<file path="config.mk">
export PLATFORM = sky130hd
export DESIGN_NAME = sectioned_time_parser_unit
export DESIGN_NICKNAME = d
export VERILOG_FILES = /design/src/rtl/stp_pkg.sv /design/src/rtl/stp_cfg.sv /design/src/rtl/stp_mac.sv /design/src/rtl/sectioned_time_parser_unit.sv
export SDC_FILE = /design/constraint.sdc
export NUM_CORES = 1
export LEC_CHECK = 0
export ABC_AREA = 1
export BUFFER_PORTS_ARGS = -buffer_cell sky130_fd_sc_hd__clkbuf_2
export CORE_AREA = 2 2 277 279
export DETAILED_ROUTE_END_ITERATION = 8
export DIE_AREA = 0 0 279 281
export PLACE_DENSITY = 0.5
export SETUP_SLACK_MARGIN = 0.15
export SYNTH_ARGS = -nofsm -noshare
export SYNTH_HDL_FRONTEND = slang
export SYNTH_SLANG_ARGS = --single-unit
</file>
<file path="constraint.sdc">
create_clock -name clk -period 10.13 [get_ports clk]
set_input_delay 1.5195 -clock clk [delete_from_list [all_inputs] [get_ports clk]]
set_output_delay 1.5195 -clock clk [all_outputs]
set_load 0.01 [all_outputs]
</file>
<file path="src/rtl/stp_pkg.sv">
`timescale 1ns / 1ps
`default_nettype none
// ----------------------------------------------------------------------------
// stp_pkg: shared types and constants for the sectioned time parser
// Field widths, status and register codes, character codes, reset values.
// ----------------------------------------------------------------------------
package stp_pkg;

  localparam int CHAR_W    = 8;
  localparam int DATA_W    = 40;
  localparam int SEC_W     = 16;
  localparam int BASE_W    = 9;
  localparam int EXP_W     = 3;
  localparam int CFG_IDX_W = 2;
  // a * b + c, one bit of headroom over the product
  localparam int MAC_W     = DATA_W + BASE_W + 1;

  localparam int MAX_SECTIONS_DEF = 4;

  localparam logic [CHAR_W-1:0] CH_ZERO  = 8'h30;
  localparam logic [CHAR_W-1:0] CH_NINE  = 8'h39;
  localparam logic [CHAR_W-1:0] CH_COLON = 8'h3A;
  localparam logic [BASE_W-1:0] DEC_BASE = 9'd10;

  localparam logic [EXP_W-1:0]  RST_EXPECTED = 3'd3;
  localparam logic [SEC_W-1:0]  RST_MAX_SEC  = 16'd59;
  localparam logic [BASE_W-1:0] RST_BASE     = 9'd60;
  localparam logic [DATA_W-1:0] RST_LIMIT    = 40'd86400;

  typedef enum logic [2:0] {
    STATUS_OK          = 3'd0,
    STATUS_UNEXP_CHAR  = 3'd1,
    STATUS_TOO_MANY    = 3'd2,
    STATUS_SEC_LARGE   = 3'd3,
    STATUS_TOTAL_LARGE = 3'd4
  } status_t;

  typedef enum logic [CFG_IDX_W-1:0] {
    CFG_EXPECTED = 2'd0,
    CFG_MAX_SEC  = 2'd1,
    CFG_BASE     = 2'd2,
    CFG_LIMIT    = 2'd3
  } cfg_idx_t;

  typedef enum logic [2:0] {
    ST_IDLE  = 3'd0,
    ST_EXEC  = 3'd1,
    ST_FOLD  = 3'd2,
    ST_SCALE = 3'd3,
    ST_EMIT  = 3'd4
  } state_t;

  typedef struct packed {
    logic [CHAR_W-1:0] char_code;
    logic              is_last;
    logic              is_empty;
  } in_item_t;

  typedef struct packed {
    logic [DATA_W-1:0] total_value;
    status_t           status;
  } out_item_t;

  typedef struct packed {
    logic [EXP_W-1:0]  section_count;
    logic [SEC_W-1:0]  section_max;
    logic [BASE_W-1:0] section_base;
    logic [DATA_W-1:0] total_limit;
  } cfg_t;

endpackage
`default_nettype wire

</file>
<file path="src/rtl/stp_cfg.sv">
`timescale 1ns / 1ps
`default_nettype none
// ----------------------------------------------------------------------------
// stp_cfg: configuration register bank
// Write-only registers, decoded by index, reset to their defaults.
// ----------------------------------------------------------------------------
module stp_cfg (
  input  wire logic                               clk,
  input  wire logic                               rst,
  input  wire logic                               cfg_we,
  input  wire stp_pkg::cfg_idx_t                  cfg_index,
  input  wire logic [stp_pkg::DATA_W-1:0]         cfg_data,
  output stp_pkg::cfg_t                           cfg
);
  import stp_pkg::*;

  always_ff @(posedge clk) begin
    if (rst) begin
      cfg.section_count <= RST_EXPECTED;
      cfg.section_max   <= RST_MAX_SEC;
      cfg.section_base  <= RST_BASE;
      cfg.total_limit   <= RST_LIMIT;
    end else if (cfg_we) begin
      unique case (cfg_index)
        CFG_EXPECTED: cfg.section_count <= cfg_data[EXP_W-1:0];
        CFG_MAX_SEC:  cfg.section_max   <= cfg_data[SEC_W-1:0];
        CFG_BASE:     cfg.section_base  <= cfg_data[BASE_W-1:0];
        CFG_LIMIT:    cfg.total_limit   <= cfg_data;
        default: ;
      endcase
    end
  end

endmodule
`default_nettype wire

</file>
<file path="src/rtl/stp_mac.sv">
`timescale 1ns / 1ps
`default_nettype none
// ----------------------------------------------------------------------------
// stp_mac: shared multiply-add unit
// raw = a * b + c, plus a copy saturated to the total width and its flag.
// ----------------------------------------------------------------------------
module stp_mac (
  input  wire logic [stp_pkg::DATA_W-1:0] a,
  input  wire logic [stp_pkg::BASE_W-1:0] b,
  input  wire logic [stp_pkg::SEC_W-1:0]  c,
  output logic [stp_pkg::MAC_W-1:0]       raw,
  output logic [stp_pkg::DATA_W-1:0]      sat,
  output logic                            over
);
  import stp_pkg::*;

  localparam int PROD_W = DATA_W + BASE_W;

  logic [PROD_W-1:0] prod;

  assign prod = PROD_W'(a) * PROD_W'(b);
  assign raw  = MAC_W'(prod) + MAC_W'(c);
  assign over = |raw[MAC_W-1:DATA_W];
  assign sat  = over ? {DATA_W{1'b1}} : raw[DATA_W-1:0];

endmodule
`default_nettype wire

</file>
<file path="src/rtl/sectioned_time_parser_unit.sv">
`timescale 1ns / 1ps
`default_nettype none
// ----------------------------------------------------------------------------
// sectioned_time_parser_unit: colon separated time string parser
// Characters of a string such as hh:mm:ss enter one per transfer on the
// input channel (in_valid / in_stall / in_data). One result per string
// (total in the smallest unit plus a status code) leaves on the output
// channel (out_valid / out_stall / out_data) when is_last or is_empty is set.
// Flow: an ordinary character is accepted, then takes one pass through the
// shared multiply-add. A final character is accepted, the open section is
// folded in and each missing trailing section (0 to 3 at the default
// MAX_SECTIONS) is scaled by the base, one multiply-add per cycle, before
// the result is registered; a string already in error skips fold and scaling.
// The next character is taken once the block is back in idle. in_stall is
// high while a character is worked on. The result sits in an output register;
// while the receiver stalls it, the block holds the next final result back,
// but ordinary characters go on. Reset (rst, synchronous) restores the
// configuration defaults (3 sections, section max 59, base 60, limit 86400)
// and clears the parse state. The user writes configuration through cfg_we /
// cfg_index / cfg_data only while idle; the block does not enforce this.
// ----------------------------------------------------------------------------
module sectioned_time_parser_unit #(
  parameter int MAX_SECTIONS = stp_pkg::MAX_SECTIONS_DEF
) (
  input  wire logic                       clk,
  input  wire logic                       rst,
  input  wire logic                       cfg_we,
  input  wire stp_pkg::cfg_idx_t          cfg_index,
  input  wire logic [stp_pkg::DATA_W-1:0] cfg_data,
  input  wire logic                       in_valid,
  output logic                            in_stall,
  input  wire stp_pkg::in_item_t          in_data,
  output logic                            out_valid,
  input  wire logic                       out_stall,
  output stp_pkg::out_item_t              out_data
);
  import stp_pkg::*;

  // section counter runs up to the effective count plus one
  localparam int SEEN_W = $clog2(MAX_SECTIONS + 2);
  localparam int CMP_W  = (SEEN_W > EXP_W) ? SEEN_W : EXP_W;

  cfg_t cfg;

  // sequencer and parse state
  state_t              state, state_next;
  in_item_t            item_q;
  logic [DATA_W-1:0]   running_total, running_total_next;
  logic [SEC_W-1:0]    current_section, current_section_next;
  logic [SEEN_W-1:0]   sections_seen, sections_seen_next;
  status_t             first_error, first_error_next;
  logic                total_overflow, total_overflow_next;
  logic                out_valid_next;
  out_item_t           out_data_next;

  // shared multiply-add operands and results
  logic [DATA_W-1:0]   mac_a;
  logic [BASE_W-1:0]   mac_b;
  logic [SEC_W-1:0]    mac_c;
  logic [MAC_W-1:0]    mac_raw;
  logic [DATA_W-1:0]   mac_sat;
  logic                mac_over;

  logic [CMP_W-1:0]    exp_ext, eff_full;
  logic [SEEN_W-1:0]   eff_expected;
  logic [SEEN_W-1:0]   seen_inc;
  logic                is_digit, is_colon;
  logic [3:0]          digit;
  logic                out_free;
  status_t             emit_status;

  stp_cfg u_cfg (
    .clk       (clk),
    .rst       (rst),
    .cfg_we    (cfg_we),
    .cfg_index (cfg_index),
    .cfg_data  (cfg_data),
    .cfg       (cfg)
  );

  stp_mac u_mac (
    .a    (mac_a),
    .b    (mac_b),
    .c    (mac_c),
    .raw  (mac_raw),
    .sat  (mac_sat),
    .over (mac_over)
  );

  // expected count clamps to the build-time maximum
  assign exp_ext      = CMP_W'(cfg.section_count);
  assign eff_full     = (exp_ext > CMP_W'(MAX_SECTIONS)) ? CMP_W'(MAX_SECTIONS) : exp_ext;
  assign eff_expected = SEEN_W'(eff_full);
  assign seen_inc     = sections_seen + SEEN_W'(1);

  assign is_digit = (item_q.char_code >= CH_ZERO) && (item_q.char_code <= CH_NINE);
  assign is_colon = (item_q.char_code == CH_COLON);
  assign digit    = 4'(item_q.char_code - CH_ZERO);

  assign in_stall = (state != ST_IDLE);
  assign out_free = !out_valid || !out_stall;

  // operand select: digit step, scaling step, otherwise fold the open section
  always_comb begin
    mac_a = running_total;
    mac_b = cfg.section_base;
    mac_c = current_section;
    if (state == ST_EXEC && is_digit) begin
      mac_a = DATA_W'(current_section);
      mac_b = DEC_BASE;
      mac_c = SEC_W'(digit);
    end else if (state == ST_SCALE) begin
      mac_c = '0;
    end
  end

  // with no error held, saturation reports too-large whatever the base did after
  always_comb begin
    if (first_error != STATUS_OK) begin
      emit_status = first_error;
    end else if (total_overflow || (running_total > cfg.total_limit)) begin
      emit_status = STATUS_TOTAL_LARGE;
    end else begin
      emit_status = STATUS_OK;
    end
  end

  always_ff @(posedge clk) begin
    if (rst) begin
      state           <= ST_IDLE;
      running_total   <= '0;
      current_section <= '0;
      sections_seen   <= SEEN_W'(1);
      first_error     <= STATUS_OK;
      total_overflow  <= 1'b0;
      out_valid       <= 1'b0;
    end else begin
      state           <= state_next;
      running_total   <= running_total_next;
      current_section <= current_section_next;
      sections_seen   <= sections_seen_next;
      first_error     <= first_error_next;
      total_overflow  <= total_overflow_next;
      out_valid       <= out_valid_next;
    end
  end

  always_ff @(posedge clk) begin
    if (state == ST_IDLE && in_valid) begin
      item_q <= in_data;
    end
    out_data <= out_data_next;
  end

  always_comb begin
    state_next           = state;
    running_total_next   = running_total;
    current_section_next = current_section;
    sections_seen_next   = sections_seen;
    first_error_next     = first_error;
    total_overflow_next  = total_overflow;
    out_valid_next       = out_valid && out_stall;
    out_data_next        = out_data;

    unique case (state)
      ST_IDLE: begin
        if (in_valid) begin
          state_next = ST_EXEC;
        end
      end

      ST_EXEC: begin
        // errors are sticky: later characters are ignored
        if (!item_q.is_empty && first_error == STATUS_OK) begin
          if (is_digit) begin
            if (mac_raw > MAC_W'(cfg.section_max)) begin
              first_error_next = STATUS_SEC_LARGE;
            end else begin
              current_section_next = mac_raw[SEC_W-1:0];
            end
          end else if (is_colon) begin
            running_total_next   = mac_sat;
            total_overflow_next  = total_overflow || mac_over;
            current_section_next = '0;
            sections_seen_next   = seen_inc;
            if (seen_inc > eff_expected) begin
              first_error_next = STATUS_TOO_MANY;
            end
          end else begin
            first_error_next = STATUS_UNEXP_CHAR;
          end
        end
        if (item_q.is_empty || item_q.is_last) begin
          state_next = ST_FOLD;
        end else begin
          state_next = ST_IDLE;
        end
      end

      ST_FOLD: begin
        if (first_error != STATUS_OK) begin
          state_next = ST_EMIT;
        end else begin
          running_total_next  = mac_sat;
          total_overflow_next = total_overflow || mac_over;
          state_next          = ST_SCALE;
        end
      end

      // one base multiply per missing trailing section
      ST_SCALE: begin
        if (sections_seen < eff_expected) begin
          running_total_next  = mac_sat;
          total_overflow_next = total_overflow || mac_over;
          sections_seen_next  = seen_inc;
        end else begin
          state_next = ST_EMIT;
        end
      end

      ST_EMIT: begin
        if (out_free) begin
          out_valid_next            = 1'b1;
          out_data_next.status      = emit_status;
          out_data_next.total_value = (emit_status == STATUS_OK) ? running_total : '0;
          running_total_next        = '0;
          current_section_next      = '0;
          sections_seen_next        = SEEN_W'(1);
          first_error_next          = STATUS_OK;
          total_overflow_next       = 1'b0;
          state_next                = ST_IDLE;
        end
      end

      default: begin
        state_next = ST_IDLE;
      end
    endcase
  end

endmodule
`default_nettype wire

</file>
==> results of run 1 <==
[worst paths after layout]
| path | startpoint | to | slack (ns) | cells past startpoint |
|---|---|---|---|---|
| setup / recovery | state[0]$_SDFFE_PP0P_ | current_section[11]$_SDFFE_PP0P_ | 0.98 | 45 |
| hold / removal | u_cfg.cfg[19]$_SDFFE_PP0P_ | u_cfg.cfg[19]$_SDFFE_PP0P_ | 0.46 | 2 |
| hold reg to reg | u_cfg.cfg[19]$_SDFFE_PP0P_ | u_cfg.cfg[19]$_SDFFE_PP0P_ | 0.46 | 2 |
| setup reg to reg | state[0]$_SDFFE_PP0P_ | current_section[11]$_SDFFE_PP0P_ | 0.98 | 45 |
[kinds of logic after synthesis]
logic type,Yosys count,synth area share [%]
compound gates,314,7.567
xor+xnor,19,0.7422
fa+ha+maj,454,34.71
buf+inv,746,12.61
flops,187,19.06
simple gates,1400,25.31
[power by group through the flow]
stage / sequential [mW] / combinational (mW) / clock (mW)
global route: 1.08 / 6.81 / 0.803
global placement: 1.07 / 6.01 / 0
finish: 1.06 / 6.04 / 0.761
floorplan: 1.00 / 3.95 / 0
CTS: 1.06 / 6.02 / 0.778
detailed placement: 1.08 / 5.96 / 0
[metrics by stage]
| stage | worst slack [ns] | instances | hold slack, ns |
|---|---|---|---|
| final | 0.9806 | 4177 | 0.4649 |
| after floorplan | 2.791 | 3120 | 0.4292 |
| after CTS | 0.8363 | 4177 | 0.4693 |
| after detailed placement | 0.8507 | 4145 | 0.4459 |
| after global routing | 0.3548 | 4177 | 0.4965 |
| after global placement | 0.8336 | 4145 | 0.4514 |
[cells in the mapped netlist, drive strengths merged, types with 2 or more instances]
master / n / area [um2]
xor2: 15 / 131.4
a21o: 2 / 15.01
dfxtp: 134 / 2683
o21bai: 5 / 37.54
clkinv: 6 / 22.52
inv: 652 / 2447
clkbuf: 77 / 289.0
o21ai: 106 / 530.5
a211oi: 3 / 22.52
o21a: 3 / 22.52
ha: 174 / 2177
fa: 280 / 5605
o2111ai: 3 / 26.28
nand4: 26 / 168.9
nand2: 822 / 3105
o211ai: 11 / 82.58
a21oi: 174 / 908.4
xnor2: 4 / 35.03
or2: 6 / 37.54
nor2: 410 / 1629
nand3: 103 / 520.5
a31oi: 3 / 18.77
nand3b: 12 / 90.09
o31ai: 2 / 15.01
nor3: 17 / 95.09
edfxtp: 53 / 1592
and2: 3 / 18.77
buf: 11 / 68.81
[worst max-delay path: cells and delay by family (launching register included)]
family | cells | cell delay, ns
flops | 1 | 0.35
simple gates | 24 | 3.03
buf+inv | 11 | 1.25
compound gates | 2 | 0.56
fa+ha+maj | 7 | 3.34
xor+xnor | 1 | 0.54
[flip-flops by register name (all words and copies together), names as in the netlist]
register / count
running_total: 40
item_q: 10
out_valid: 1
total_overflow: 1
state: 3
first_error: 2
u_cfg.cfg: 68
current_section: 16
out_data: 43
sections_seen: 3
[per-layer routing]
layer	GRT usage, %	up-vias
li1	-	9570
met1	30.00	9475
met2	32.42	599
met3	2.486	47
met4	3.791	0
met5	0	-
[layout make-up]
type / count / area [um2]
Clock inverter: 14 / 201.4
Timing Repair Buffer: 135 / 760.7
Inverter: 658 / 2470
Clock buffer: 18 / 450.4
Tap cell: 978 / 1224
Fill cell: 8236 / 50710
Sequential cell: 187 / 4274
Multi-Input combinational cell: 2187 / 15350
==> flow_metrics.tcl, run 1 <==
set metrics [dict create \
    status "complete, no violations" \
    vias_per_cell 4.714 \
    holdBufCountCts 0 \
    cap_violations 0 \
    drt_iter0_drc 1496 \
    dpl_cell_area_um2 24070 \
    met3_wirelength_um 4735 \
    total_power_mw 7.861 \
    grtUsageTotal_pct 20.46 \
    clock_latency_ns 0.50 \
    tritoncts "built" \
    clkTransAtPathRegs_ns 0.11 \
    antenna_found_initial 2 \
    cts_resized 0 \
    max_stage_delay_ns 0.54 \
    wl_met1_um 37320 \
    place.port_buffers 101 \
    die_y_um 281 \
    setup_violations 0 \
    grt_pass1_vias 19860 \
    final_common_cell "nand2_1" \
    yosysSeqAreaShare_pct 19.06 \
    seqPwrFrac_pct 13.5 \
    internal_power_mw 3.215 \
    grt_max_degree 84 \
    hold_violations 0 \
    drv_slew 0 \
    worstPathRequired_ns 10.57 \
    cts_root_buf "clkbuf_16" \
    cts_buffers 17 \
    ios 102 \
    power_frac_comb_pct 76.8 \
    finalSetupTns_ns 0 \
    worst-path-max-fanout 29 \
    fin_crit_ns 9.149 \
    fmax_ghz 0.1093 \
    num_rows 101 \
    crit_top_cell "nand2_1" \
    drt_wl_total_um 77370 \
    syn_to_final_growth_pct 10.30 \
    leakagePower_nw 12.65 \
    start_kind "register" \
    fin_skew_ns 0.03082 \
    die-area_um2 78400 \
    synth_cell_types 44 \
    criticalPathCategory "reg -> reg" \
    fin_util_pct 32.78 \
    crit_arrival_ns 9.59 \
    final.period_utilization_pct 90.32 \
    clk_path_buf_depth 2 \
    avgSynthCellArea_um2 7.186 \
    p_switching_mw 4.646 \
    met2_length_um 34250 \
    ir_drop_mv 0.1608 \
    rsz0062_at_grt "false" \
    tightest_slew_ns 1.101 \
    gr-total-overflow 0 \
    ys_async_sr_fraction_pct 0 \
    die_w_um 279 \
    cts_max_level 4 \
    hpwl_um 64540 \
    diodes 0 \
    powerDensity_nw_per_um2 317.9 \
    final_nets 3697 \
    top_layer "met4" \
    core_region_area_um2 75440 \
    drive_gt1_share_pct 7.846 \
    dr_total_vias 19690 \
    initial_core_util_pct 29.72 \
    synth_fp_nets 3631 \
    layout_common_cells "nand2_1 (813), inv_1 (624), nor2_1 (385)" \
    ys.flop_type "dfxtp_1" \
    synth_area_um2 22420 \
    drt-wirelength-per-cell_um 18.52 \
    cp-end-kind "register" \
    drtPass1Iterations 5 \
    synth_cells 3120 \
    ant_nets 0 \
    swShare_pct 59.10 \
    cp_slowest_cell "fa_1" \
    clkPwrFrac_pct 9.7 \
    relSlewSlack_pct 26.05 \
    drcViolationCount 0 \
    cts_sinks 187 \
    hold_class "reg -> reg" \
    yosysWarnings 0 \
    ys_ff_latch 187 \
    grt_pass1_wl_um 121800 \
    postCtsSetupBuffers 0 \
    synth-edff-count 53 \
    fin_area_um2 24730 \
    gp_congestion 0.9563 \
]
(Power assumes the default switching activity.)
==> run 2, diff against run 1 <==
Settings changed: RECOVER_POWER set to 50.
==> run 2 against run 1 <==
  * The run now ends with max-capacitance violations, max-slew violations left
  * Sequential share of layout area increased by 0.052 points
  * Worst hold slack hardly changed
  * Cell area fell by 0.30%
  * Highest routed layer unchanged
==> flow_metrics.tcl, run 2 (synthesis results as in run 1) <==
set metrics [dict create \
    crit_arrival_ns 9.65 \
    dr_total_vias 19670 \
    swShare_pct 59.15 \
    initial_core_util_pct 29.72 \
    r2r_cells 45 \
    seqPwrFrac_pct 13.5 \
    grt_max_degree 84 \
    reg.largest.list "u_cfg.cfg x68, out_data x43, running_total x40" \
    finalSetupTns_ns 0 \
    syn_to_final_growth_pct 9.966 \
    internal_power_mw 3.214 \
    leakagePower_nw 12.50 \
    num_rows 101 \
    place.port_buffers 101 \
    antenna_found_initial 2 \
    vias_per_cell 4.708 \
    clock_latency_ns 0.49 \
    drv_slew 137 \
    start_kind "register" \
    drive_gt1_share_pct 6.252 \
    core_region_area_um2 75440 \
    clkTransAtPathRegs_ns 0.11 \
    diodes 0 \
    hpwl_um 64540 \
    grt_pass1_vias 19860 \
    hold_class "reg -> reg" \
    tightest_slew_ns 3.771 \
    rsz0062_at_grt "false" \
    holdBufCountCts 0 \
    dp.cells 4145 \
    ir_drop_mv 0.1642 \
    cts_root_buf "clkbuf_16" \
    die_w_um 279 \
    fin_skew_ns 0.03028 \
    max_stage_delay_ns 0.54 \
    cp-end-kind "register" \
    fin_cells 4177 \
    clkPwrFrac_pct 9.7 \
    die-area_um2 78400 \
    drcViolationCount 0 \
    whs_path_depth 2 \
    final_nets 3697 \
    ant_nets 0 \
    powerDensity_nw_per_um2 319.1 \
    fin_area_um2 24660 \
    fmax_ghz 0.1084 \
    clk_path_buf_depth 2 \
    drt-wirelength-per-cell_um 18.55 \
    grt_pass1_wl_um 121800 \
    cts_buffers 17 \
    power_frac_comb_pct 76.8 \
    cts_max_level 4 \
    cp_slowest_cell "fa_1" \
    relSlewSlack_pct -151.4 \
    largest_register "u_cfg.cfg" \
    crit_top_cell "nand2_1" \
    status "finished with violations" \
    dpl_cell_area_um2 24070 \
    tritoncts "built" \
    criticalPathCategory "reg -> reg" \
    fin_util_pct 32.68 \
    fin_crit_ns 9.224 \
    worstPathRequired_ns 10.56 \
    cts_sinks 187 \
    cap_violations 2 \
    drt_iter0_drc 1511 \
    final.period_utilization_pct 91.06 \
    ios 102 \
    largest_reg_flops 68 \
    gr-total-overflow 0 \
    final_common_cell "nand2_1" \
    hold_violations 0 \
    setup_violations 0 \
    violations "max-capacitance violations, max-slew violations" \
    die_y_um 281 \
    grtUsageTotal_pct 20.46 \
    total_power_mw 7.868 \
    layout_common_cells "nand2_1 (813), inv_1 (624), nor2_1 (386)" \
    p_switching_mw 4.654 \
    gp_congestion 0.9563 \
    drtPass1Iterations 7 \
    drt_wl_total_um 77480 \
    worst-path-max-fanout 29 \
]
-- run 2: cell count changes in the layout (fill, tap and decap cells not counted), sizes merged --
| cell | change |
|---|---|
| clkbuf | +2 |
| inv | -1 |
| buf | -2 |
| clkinv | +1 |
-- run 2: worst max-delay path: cells and delay by family, from the launching register on --
family / cells / cell delay [ns]
buffers and inverters: 11 / 1.25
AOI/OAI and AO/OA: 2 / 0.55
and+or+nand+nor: 24 / 3.15
adders and majority gates: 7 / 3.32
xor gates and xnor gates: 1 / 0.52
DFF: 1 / 0.35
-- run 2: path summary, 6_finish.rpt --
kind / startpoint / end / slack (ns)
min: u_cfg.cfg[19]$_SDFFE_PP0P_ / u_cfg.cfg[19]$_SDFFE_PP0P_ / 0.46
min reg2reg: u_cfg.cfg[19]$_SDFFE_PP0P_ / u_cfg.cfg[19]$_SDFFE_PP0P_ / 0.46
max reg2reg: state[0]$_SDFFE_PP0P_ / current_section[11]$_SDFFE_PP0P_ / 0.91
max: state[0]$_SDFFE_PP0P_ / current_section[11]$_SDFFE_PP0P_ / 0.91
-- run 2: per-layer routing --
metal	vias to the layer above	GRT usage, %	routed length (um)
li1	9577	-	-
met1	9468	30.00	37490
met2	574	32.42	34280
met3	47	2.486	4638
met4	0	3.791	1070
met5	-	0	0
-- run 2: power by group through the flow --
stage | combinational, mW | clock, mW | sequential [mW]
3_5_place_dp | 5.96 | 0 | 1.08
5_1_grt | 6.81 | 0.803 | 1.08
6_report | 6.04 | 0.761 | 1.06
3_3_place_gp | 6.01 | 0 | 1.07
4_1_cts | 6.02 | 0.778 | 1.06
2_1_floorplan | 3.95 | 0 | 1.00
-- run 2: per-stage QoR --
step           hold WS [ns]  setup WS [ns]
2_1_floorplan        0.4292          2.791
5_1_grt              0.4965         0.2298
3_3_place_gp         0.4514         0.8336
4_1_cts              0.4693         0.8363
6_report             0.4649         0.9059
3_5_place_dp         0.4459         0.8507
-- run 2: layout make-up --
cell class	count	area (um2)
fill	8257	50790
sequential	187	4274
timing repair buffer	135	694.4
multi-input combinational	2187	15340
inverter	658	2470
clock inverter	14	201.4
clock buffer	18	450.4
tap	978	1224
-- run 2: what timing repair did --
item                                    CTS  global route
endpoints found under the setup margin    0             2
setup buffers                             0             0
resized for setup                         0             1
